File: config.mk
export PLATFORM = sky130hd
export DESIGN_NAME = double_ended_queue
export DESIGN_NICKNAME = d
export VERILOG_FILES = /design/src/design/deq_pkg.sv /design/src/design/deq_ctrl.sv /design/src/design/deq_dpath.sv /design/src/design/double_ended_queue.sv
export SDC_FILE = /design/constraint.sdc
export NUM_CORES = 1
export LEC_CHECK = 0
export BUFFER_PORTS_ARGS = -buffer_cell sky130_fd_sc_hd__buf_2
export CORE_ASPECT_RATIO = 1.1
export CORE_MARGIN = 4
export CORE_UTILIZATION = 41
export CTS_CLUSTER_SIZE = 40
export DETAILED_ROUTE_END_ITERATION = 6
export PLACE_DENSITY = 0.53
export SYNTH_ARGS = -nofsm -noshare
export SYNTH_HDL_FRONTEND = slang
export SYNTH_SLANG_ARGS = --single-unit
File: constraint.sdc
create_clock -name clock -period 7 [get_ports clock]
set_input_delay 1.05 -clock clock [delete_from_list [all_inputs] [get_ports clock]]
set_output_delay 1.05 -clock clock [all_outputs]
set_load 0.02 [all_outputs]
File: src/design/deq_pkg.sv
package deq_pkg;

   localparam int unsigned KIND_WIDTH   = 3;
   localparam int unsigned VALUE_WIDTH  = 32;
   localparam int unsigned STATUS_WIDTH = 2;
   localparam int unsigned FILL_WIDTH   = 5;

   typedef enum logic [KIND_WIDTH-1:0] {
      KIND_PUSH_R = 3'd0,
      KIND_POP_L  = 3'd1,
      KIND_POP_R  = 3'd2,
      KIND_PEEK_L = 3'd3,
      KIND_PEEK_R = 3'd4
   } kind_type;

   typedef enum logic [STATUS_WIDTH-1:0] {
      STAT_OK    = 2'd0,
      STAT_EMPTY = 2'd1,
      STAT_FULL  = 2'd2
   } status_type;

   typedef enum logic [1:0] {
      S_IDLE,
      S_EXEC,
      S_LOAD
   } state_type;

   // controller -> datapath
   typedef struct packed {
      logic capture;   // latch the accepted request
      logic exec;      // update pointers, write or read the store
      logic load;      // move the result into the response register
   } cmd_type;

endpackage

File: src/design/deq_ctrl.sv
module deq_ctrl (
   input  logic             clock,
   input  logic             reset,
   input  logic             req_valid,
   output logic             req_ready,
   output logic             rsp_valid,
   input  logic             rsp_ready,
   output deq_pkg::cmd_type cmd
);

   deq_pkg::state_type state_ff, state_in;
   logic               rsp_valid_ff, rsp_valid_in;
   logic               slot_free;

   assign slot_free = !rsp_valid_ff || rsp_ready;

   // next state
   always_comb begin
      state_in = state_ff;
      unique case (state_ff)
         deq_pkg::S_IDLE: begin
            if (req_valid) state_in = deq_pkg::S_EXEC;
         end
         deq_pkg::S_EXEC: begin
            state_in = deq_pkg::S_LOAD;
         end
         deq_pkg::S_LOAD: begin
            if (slot_free) state_in = deq_pkg::S_IDLE;
         end
         default: begin
            state_in = deq_pkg::S_IDLE;
         end
      endcase
   end

   // outputs
   always_comb begin
      req_ready   = 1'b0;
      cmd.capture = 1'b0;
      cmd.exec    = 1'b0;
      cmd.load    = 1'b0;
      unique case (state_ff)
         deq_pkg::S_IDLE: begin
            req_ready   = 1'b1;
            cmd.capture = req_valid;
         end
         deq_pkg::S_EXEC: begin
            cmd.exec = 1'b1;
         end
         deq_pkg::S_LOAD: begin
            cmd.load = slot_free;
         end
         default: begin
         end
      endcase
   end

   always_comb begin
      rsp_valid_in = rsp_valid_ff;
      if (cmd.load) rsp_valid_in = 1'b1;
      else if (rsp_ready) rsp_valid_in = 1'b0;
   end

   always_ff @(posedge clock) begin
      if (reset) begin
         state_ff     <= deq_pkg::S_IDLE;
         rsp_valid_ff <= 1'b0;
      end else begin
         state_ff     <= state_in;
         rsp_valid_ff <= rsp_valid_in;
      end
   end

   assign rsp_valid = rsp_valid_ff;

   a_load_into_free_slot: assert property (@(posedge clock) disable iff (reset)
      cmd.load |-> (!rsp_valid_ff || rsp_ready))
      else $error("result loaded over a response still waiting");

   a_exec_follows_capture: assert property (@(posedge clock) disable iff (reset)
      cmd.capture |=> cmd.exec)
      else $error("accepted request not executed next cycle");

endmodule

File: src/design/deq_dpath.sv
module deq_dpath #(
   parameter int unsigned DEPTH      = 16,
   parameter int unsigned ITEM_WIDTH = 32
) (
   input  logic                               clock,
   input  logic                               reset,
   input  deq_pkg::cmd_type                   cmd,
   input  logic [deq_pkg::KIND_WIDTH-1:0]     req_kind,
   input  logic [deq_pkg::VALUE_WIDTH-1:0]    req_push_value,
   output logic [deq_pkg::VALUE_WIDTH-1:0]    rsp_item_value,
   output logic [deq_pkg::STATUS_WIDTH-1:0]   rsp_status,
   output logic                               rsp_is_empty,
   output logic [deq_pkg::FILL_WIDTH-1:0]     rsp_fill_count
);

   localparam int unsigned AW = (DEPTH > 1) ? $clog2(DEPTH) : 1;
   localparam int unsigned CW = $clog2(DEPTH + 1);

   // circular store, one write or one read per operation
   logic [ITEM_WIDTH-1:0] mem [DEPTH];

   logic [ITEM_WIDTH-1:0]          value_ff;
   deq_pkg::kind_type              kind_ff;
   logic [AW-1:0]                  left_ff, left_in;
   logic [CW-1:0]                  count_ff, count_in;
   logic [ITEM_WIDTH-1:0]          rdata_ff;
   deq_pkg::status_type            status_ff, status_in;
   logic                           hit_ff, hit_in;
   logic [deq_pkg::VALUE_WIDTH-1:0]  item_out_ff;
   deq_pkg::status_type            status_out_ff;
   logic                           empty_out_ff;
   logic [deq_pkg::FILL_WIDTH-1:0] fill_out_ff;

   logic          is_empty, is_full;
   logic          mem_we, rd_en;
   logic [AW-1:0] wr_addr, rd_addr, tail_pos, right_pos;

   function automatic logic [AW-1:0] wrap_add(input logic [AW-1:0] pos,
                                              input logic [AW-1:0] off);
      logic [AW:0] s;
      s = {1'b0, pos} + {1'b0, off};
      if (s >= (AW+1)'(DEPTH)) s = s - (AW+1)'(DEPTH);
      return s[AW-1:0];
   endfunction

   assign is_empty  = (count_ff == '0);
   assign is_full   = (count_ff == CW'(DEPTH));
   assign tail_pos  = wrap_add(left_ff, count_ff[AW-1:0]);
   assign right_pos = wrap_add(left_ff, AW'(count_ff - CW'(1)));

   // operation decode
   always_comb begin
      left_in   = left_ff;
      count_in  = count_ff;
      status_in = deq_pkg::STAT_OK;
      hit_in    = 1'b0;
      mem_we    = 1'b0;
      rd_en     = 1'b0;
      wr_addr   = tail_pos;
      rd_addr   = left_ff;
      unique case (kind_ff)
         deq_pkg::KIND_PUSH_R: begin
            if (is_full) begin
               status_in = deq_pkg::STAT_FULL;
            end else begin
               mem_we   = cmd.exec;
               count_in = count_ff + CW'(1);
            end
         end
         deq_pkg::KIND_POP_L, deq_pkg::KIND_PEEK_L: begin
            if (is_empty) begin
               status_in = deq_pkg::STAT_EMPTY;
            end else begin
               hit_in = 1'b1;
               rd_en  = cmd.exec;
               if (kind_ff == deq_pkg::KIND_POP_L) begin
                  left_in  = wrap_add(left_ff, AW'(1));
                  count_in = count_ff - CW'(1);
               end
            end
         end
         deq_pkg::KIND_POP_R, deq_pkg::KIND_PEEK_R: begin
            rd_addr = right_pos;
            if (is_empty) begin
               status_in = deq_pkg::STAT_EMPTY;
            end else begin
               hit_in = 1'b1;
               rd_en  = cmd.exec;
               if (kind_ff == deq_pkg::KIND_POP_R) count_in = count_ff - CW'(1);
            end
         end
         default: begin
         end
      endcase
   end

   always_ff @(posedge clock) begin
      if (mem_we) mem[wr_addr] <= value_ff;
      if (rd_en) rdata_ff <= mem[rd_addr];
   end

   always_ff @(posedge clock) begin
      if (reset) begin
         left_ff  <= '0;
         count_ff <= '0;
      end else if (cmd.exec) begin
         left_ff  <= left_in;
         count_ff <= count_in;
      end
   end

   always_ff @(posedge clock) begin
      if (cmd.capture) begin
         kind_ff  <= deq_pkg::kind_type'(req_kind);
         value_ff <= ITEM_WIDTH'(req_push_value);
      end
      if (cmd.exec) begin
         status_ff <= status_in;
         hit_ff    <= hit_in;
      end
      if (cmd.load) begin
         item_out_ff   <= hit_ff ? deq_pkg::VALUE_WIDTH'(rdata_ff) : '0;
         status_out_ff <= status_ff;
         empty_out_ff  <= is_empty;
         fill_out_ff   <= deq_pkg::FILL_WIDTH'(count_ff);
      end
   end

   assign rsp_item_value = item_out_ff;
   assign rsp_status     = status_out_ff;
   assign rsp_is_empty   = empty_out_ff;
   assign rsp_fill_count = fill_out_ff;

   a_count_bound: assert property (@(posedge clock) disable iff (reset)
      count_ff <= CW'(DEPTH))
      else $error("item count above depth");

   a_full_only_at_depth: assert property (@(posedge clock) disable iff (reset)
      (cmd.exec && status_in == deq_pkg::STAT_FULL) |-> is_full)
      else $error("push refused while space remains");

   a_empty_keeps_state: assert property (@(posedge clock) disable iff (reset)
      (cmd.exec && status_in == deq_pkg::STAT_EMPTY)
      |=> (count_ff == '0) && $stable(left_ff))
      else $error("failed pop or peek changed the deque");

   a_no_write_on_read: assert property (@(posedge clock) disable iff (reset)
      !(mem_we && rd_en))
      else $error("store written and read by one operation");

endmodule

File: src/design/double_ended_queue.sv
// Channel   Handshake              Payload
// req       req_valid/req_ready    req_kind, req_push_value
// rsp       rsp_valid/rsp_ready    rsp_item_value, rsp_status, rsp_is_empty,
//                                  rsp_fill_count
//
// Sequence: each request is accepted, executed and its result loaded, in steps
//   set by the registered read port of the item store and the three-step sequencer.
// Reset: synchronous, active high; deque becomes empty, left pointer at 0.
//   Store contents are not cleared.
// Stalls: the response sits in its own register, so the next request is
//   taken while a result waits; the sequencer holds in its load step only
//   when that register is still full.
module double_ended_queue #(
   parameter int unsigned DEPTH      = 16,   // 2 .. 31 entries
   parameter int unsigned ITEM_WIDTH = 32    // 1 .. 32 bits stored per entry
) (
   input  logic                              clock,
   input  logic                              reset,
   // request channel
   input  logic                              req_valid,
   output logic                              req_ready,
   input  logic [deq_pkg::KIND_WIDTH-1:0]    req_kind,
   input  logic [deq_pkg::VALUE_WIDTH-1:0]   req_push_value,
   // response channel
   output logic                              rsp_valid,
   input  logic                              rsp_ready,
   output logic [deq_pkg::VALUE_WIDTH-1:0]   rsp_item_value,
   output logic [deq_pkg::STATUS_WIDTH-1:0]  rsp_status,
   output logic                              rsp_is_empty,
   output logic [deq_pkg::FILL_WIDTH-1:0]    rsp_fill_count
);

   // sequencer commands into the datapath
   deq_pkg::cmd_type cmd;

   // controller: accept, execute, load; owns the response valid flag
   deq_ctrl u_ctrl (
      .clock     (clock),
      .reset     (reset),
      .req_valid (req_valid),
      .req_ready (req_ready),
      .rsp_valid (rsp_valid),
      .rsp_ready (rsp_ready),
      .cmd       (cmd)
   );

   // datapath: circular store, left pointer, item count, response register
   deq_dpath #(
      .DEPTH      (DEPTH),
      .ITEM_WIDTH (ITEM_WIDTH)
   ) u_dpath (
      .clock          (clock),
      .reset          (reset),
      .cmd            (cmd),
      .req_kind       (req_kind),
      .req_push_value (req_push_value),
      .rsp_item_value (rsp_item_value),
      .rsp_status     (rsp_status),
      .rsp_is_empty   (rsp_is_empty),
      .rsp_fill_count (rsp_fill_count)
   );

endmodule

==> qor.txt <==
====================================================================================
Status                                                                  finished clean
Seq/Total Area, Yosys                                                         71.09%
NetSw                                                                       1.894 mW
Number of H-tree levels                                                            3
Stage delay of the slowest cell on the critical path                         0.78 ns
Remaining Overflow, GRT                                                            0
Type of destination of the critical path                                        flop
Maxcap violations                                                                  0
Smallest hold slack                                                        0.4261 ns
Share of final-layout standard cells stronger than drive strength 1           15.45%
Least setup slack across all paths after layout                             2.284 ns
Number of antenna violations at the first check in global routing                  0
Width of the chip                                                           250.9 um
Synthesized netlist cell count                                                  1711
CP Launch Type                                                                  flop
Layout fillers                                                                  5445
Total count of hold-check failures in the final report                             0
Final worst path period need                                                4.716 ns
Final max-slew violation count                                                     0
Synth cell count leaders                                                sky130_fd_sc_hd__edfxtp_1, sky130_fd_sc_hd__mux2i_1, sky130_fd_sc_hd__clkbuf_1
Synthesized flop and latch total                                                 634
Unrepaired setup endpoints after global routing                                false
DP Wirelength                                                               33.69 mm
Worst-case setup slack after placement                                      2.294 ns
Setup Crit Path Kind                                                      reg -> reg
Via count of the first global-routing pass                                     15480
Clock sink count                                                                 634
Crit path DAT                                                                5.06 ns
Clock transition at the registers of the reported paths                      0.06 ns
CTS Hold Buffers Added                                                             0
Iteration-0 DRC count of the detailed router                                    1137
Share of power burned in registers                                             51.0%
I/O pin cnt                                                                       81
Portion of total power attributed to the clock network                         41.7%
Layout Area Growth over Synthesis                                             13.24%
Combinational fraction of design power                                          7.3%
Period utilization                                                            67.38%
Core box area                                                           0.06396 sq mm
Max-slew headroom at the worst pin                                            31.62%
Count of final setup violators                                                     0
Most common cell in the synthesized netlist                             sky130_fd_sc_hd__edfxtp_1
Number of warnings issued by yosys                                                 0
Total DRC errors in the routed layout                                              0
EDFF count, synth                                                                622
Area of the mapped netlist                                              0.02661 sq mm
Static Leakage                                                              9.856 nW
Effective utilization at floorplan                                            41.61%
Crit path max fanout                                                              62
First-pass DRT Iterations                                                          5
Primary FF master, synth                                                sky130_fd_sc_hd__edfxtp_1
Clock tree from TritonCTS                                                       done
Post-detailed-route via-to-cell ratio                                          5.858
Area share of the largest cell type after synthesis                           70.18%
Maximum number of pins on one net before global-route repair                     101
Overall die area                                                        0.06905 sq mm
Adder and majority cell fraction of the synthesized area                     0.5736%
Area fraction in compound gates after synthesis                               9.727%
Number of cells in the design after placement                                   2529
Maximum clock rate                                                        0.2120 GHz
Number of post-CTS setup repair buffers                                            0
Total routing resource utilization after global routing                       19.18%
Wire length of the first global-routing pass                                99.55 mm
Total number of nets in the final design                                        1809
Wirelength per Cell                                                         25.29 um
Syn Area/Cell                                                            15.55 sq um
Asr flop ratio synth                                                              0%
Worst hold-check path type                                                reg -> reg
Number of clock buffers inserted by TritonCTS                                     69
Clock Skew                                                                0.01839 ns
Leading post-synthesis cells by cell area                               sky130_fd_sc_hd__edfxtp_1, sky130_fd_sc_hd__mux2i_1, sky130_fd_sc_hd__a221oi_1
Cell variety after synth                                                          52
Synthesized Nets                                                                1761
Die outline height                                                          275.2 um
Post-route cell area                                                    0.03014 sq mm
Sum Neg Setup Slack                                                             0 ns
Simple logic cell fraction of the synthesized area                            9.163%
Cell internal power dissipation                                             6.485 mW
Weighted congestion at the end of routability-driven global placement         0.7291
Cell taking the most area after synthesis                               sky130_fd_sc_hd__edfxtp_1
Buffer levels on the longest clock path                                            3
Number of placement rows                                                          97
Slowest library cell on the worst path                                  sky130_fd_sc_hd__nand2_4
# diodes                                                                           0
Final non-filler cell total                                                     2653
Port buffer count                                                                 80
Crit path required time                                                      7.34 ns
Net Sw Frac                                                                   22.60%
Worst-Margin Slew                                                           1.026 ns
Detailed Route WL                                                           67.09 mm
Cell area power density                                                 278.0 mW/mm^2
Via count                                                                      15540
List of cells traversed by the critical path                            inv_1 > ha_1 > fa_1 > xnor2_2 > nand3_4 > nand2_4 > buf_4 > mux2i_1 > a221oi_1 > mux2_1
Resized cells post-CTS                                                             0
ANT nets after route                                                               0
Worst IR Drop VDD                                                          0.1755 mV
Clock latency reported for the late side of the worst-skew pair              0.61 ns
Xor-xnor portion of the synthesized cell area                                0.7522%
Share of synthesized area spent on multiplexers                               6.244%
Largest family of logic cells by synthesized area                       compound AO/OA/AOI/OAI gates
Placed standard-cell area                                               0.02798 sq mm
Root buffer cell                                                        sky130_fd_sc_hd__clkbuf_16
====================================================================================
## cell families (layout without fill, tap and decap cells)
kind of cell	after synthesis	after routing
mux	162	162
fa+ha+maj	11	11
xor+xnor	22	22
simple gates	423	423
flops	634	634
compound gates	309	309
buf+inv	150	251
## sequential cells by signal (all words and copies together) (netlist names), 2 cells and up
name	count
u_dpath.count_ff	5
u_dpath.rsp_status	2
u_dpath.mem	512
u_dpath.status_ff	2
u_dpath.rsp_item_value	32
u_dpath.value_ff	32
u_ctrl.state_ff	2
u_dpath.rdata_ff	32
u_dpath.rsp_fill_count	5
u_dpath.left_ff	4
u_dpath.kind_ff	3
## layout make-up
| class | instances | area (sq um) | area share [%] |
|---|---|---|---|
| multi-input cells | 927 | 7282 | 24.16 |
| well taps | 841 | 1052 | 3.492 |
| clock inverters | 40 | 341.6 | 1.133 |
| clock buffers | 84 | 1814 | 6.020 |
| flip-flops and latches | 634 | 18920 | 62.78 |
| inverters | 8 | 32.53 | 0.1079 |
| repair buffers | 119 | 693.2 | 2.300 |
## cells in the final DEF, fill, tap and decap left out, types with 3 or more instances in the layout
cell and n:
sky130_fd_sc_hd__mux2_2 31, sky130_fd_sc_hd__o21ai_0 3, sky130_fd_sc_hd__bufinv_16 5, sky130_fd_sc_hd__a221oi_1 64
sky130_fd_sc_hd__buf_2 80, sky130_fd_sc_hd__nand3_1 36, sky130_fd_sc_hd__nand2_1 73, sky130_fd_sc_hd__inv_6 4
sky130_fd_sc_hd__a21boi_0 64, sky130_fd_sc_hd__nor2_1 13, sky130_fd_sc_hd__dfxtp_1 11, sky130_fd_sc_hd__clkbuf_1 13
sky130_fd_sc_hd__clkbuf_16 70, sky130_fd_sc_hd__o32ai_1 64, sky130_fd_sc_hd__xor2_1 6, sky130_fd_sc_hd__xnor2_1 12
sky130_fd_sc_hd__nand4_1 66, sky130_fd_sc_hd__or3_1 3, sky130_fd_sc_hd__ha_1 9, sky130_fd_sc_hd__buf_4 39
sky130_fd_sc_hd__nor2_4 17, sky130_fd_sc_hd__a22o_1 32, sky130_fd_sc_hd__and2_1 33, sky130_fd_sc_hd__mux2i_1 130
sky130_fd_sc_hd__inv_1 7, sky130_fd_sc_hd__nand2b_1 67, sky130_fd_sc_hd__a311o_1 32, sky130_fd_sc_hd__xor2_4 3
sky130_fd_sc_hd__nor2b_1 3, sky130_fd_sc_hd__clkinv_1 16, sky130_fd_sc_hd__clkinv_2 11, sky130_fd_sc_hd__and3_1 67
sky130_fd_sc_hd__a22oi_1 32, sky130_fd_sc_hd__and4_1 32, sky130_fd_sc_hd__a21oi_1 8, sky130_fd_sc_hd__edfxtp_1 622
## per-stage QoR
stage | power (mW) | util, %
final | 8.379 | 47.12
after global routing | 8.678 | 47.12
after CTS | 8.469 | 47.12
after detailed placement | 4.963 | 43.75
after global placement | 4.953 | 43.75
after floorplan | 4.775 | -
## final timing paths
path,depth (start not counted),start,end,slack [ns]
worst min register to register,0,u_dpath.status_ff[0],u_dpath.rsp_status[0],0.43
worst min-delay path,0,u_dpath.status_ff[0],u_dpath.rsp_status[0],0.43
worst max-delay path,10,u_dpath.count_ff[1],u_dpath.rdata_ff[7],2.28
worst max register to register,10,u_dpath.count_ff[1],u_dpath.rdata_ff[7],2.28
## layer usage
metal  up-vias  GRT usage [%]  share of wire [%]
li1       6991              -                  -
met1      8047          24.77                 43
met2       397          33.33                 50
met3       105          2.733                4.7
met4         0          6.819                2.6
met5         -              0                  0
## critical path, delay by kind of cell, from the launching register on
family          cells  cell delay (ns)
compound gates      1             0.10
buf+inv             2             0.76
fa+ha+maj           2             0.82
simple gates        2             1.31
mux                 2             0.61
flops               1             0.48
xor+xnor            1             0.29
## power by group through the flow
stage	logic [mW]	clock network [mW]	registers, mW
floorplan	0.441	0	4.33
global placement	0.603	0	4.35
detailed placement	0.609	0	4.35
CTS	0.612	3.58	4.27
global route	0.660	3.74	4.28
finish	0.608	3.50	4.27
Note: power is estimated with default switching activity, not from simulation.
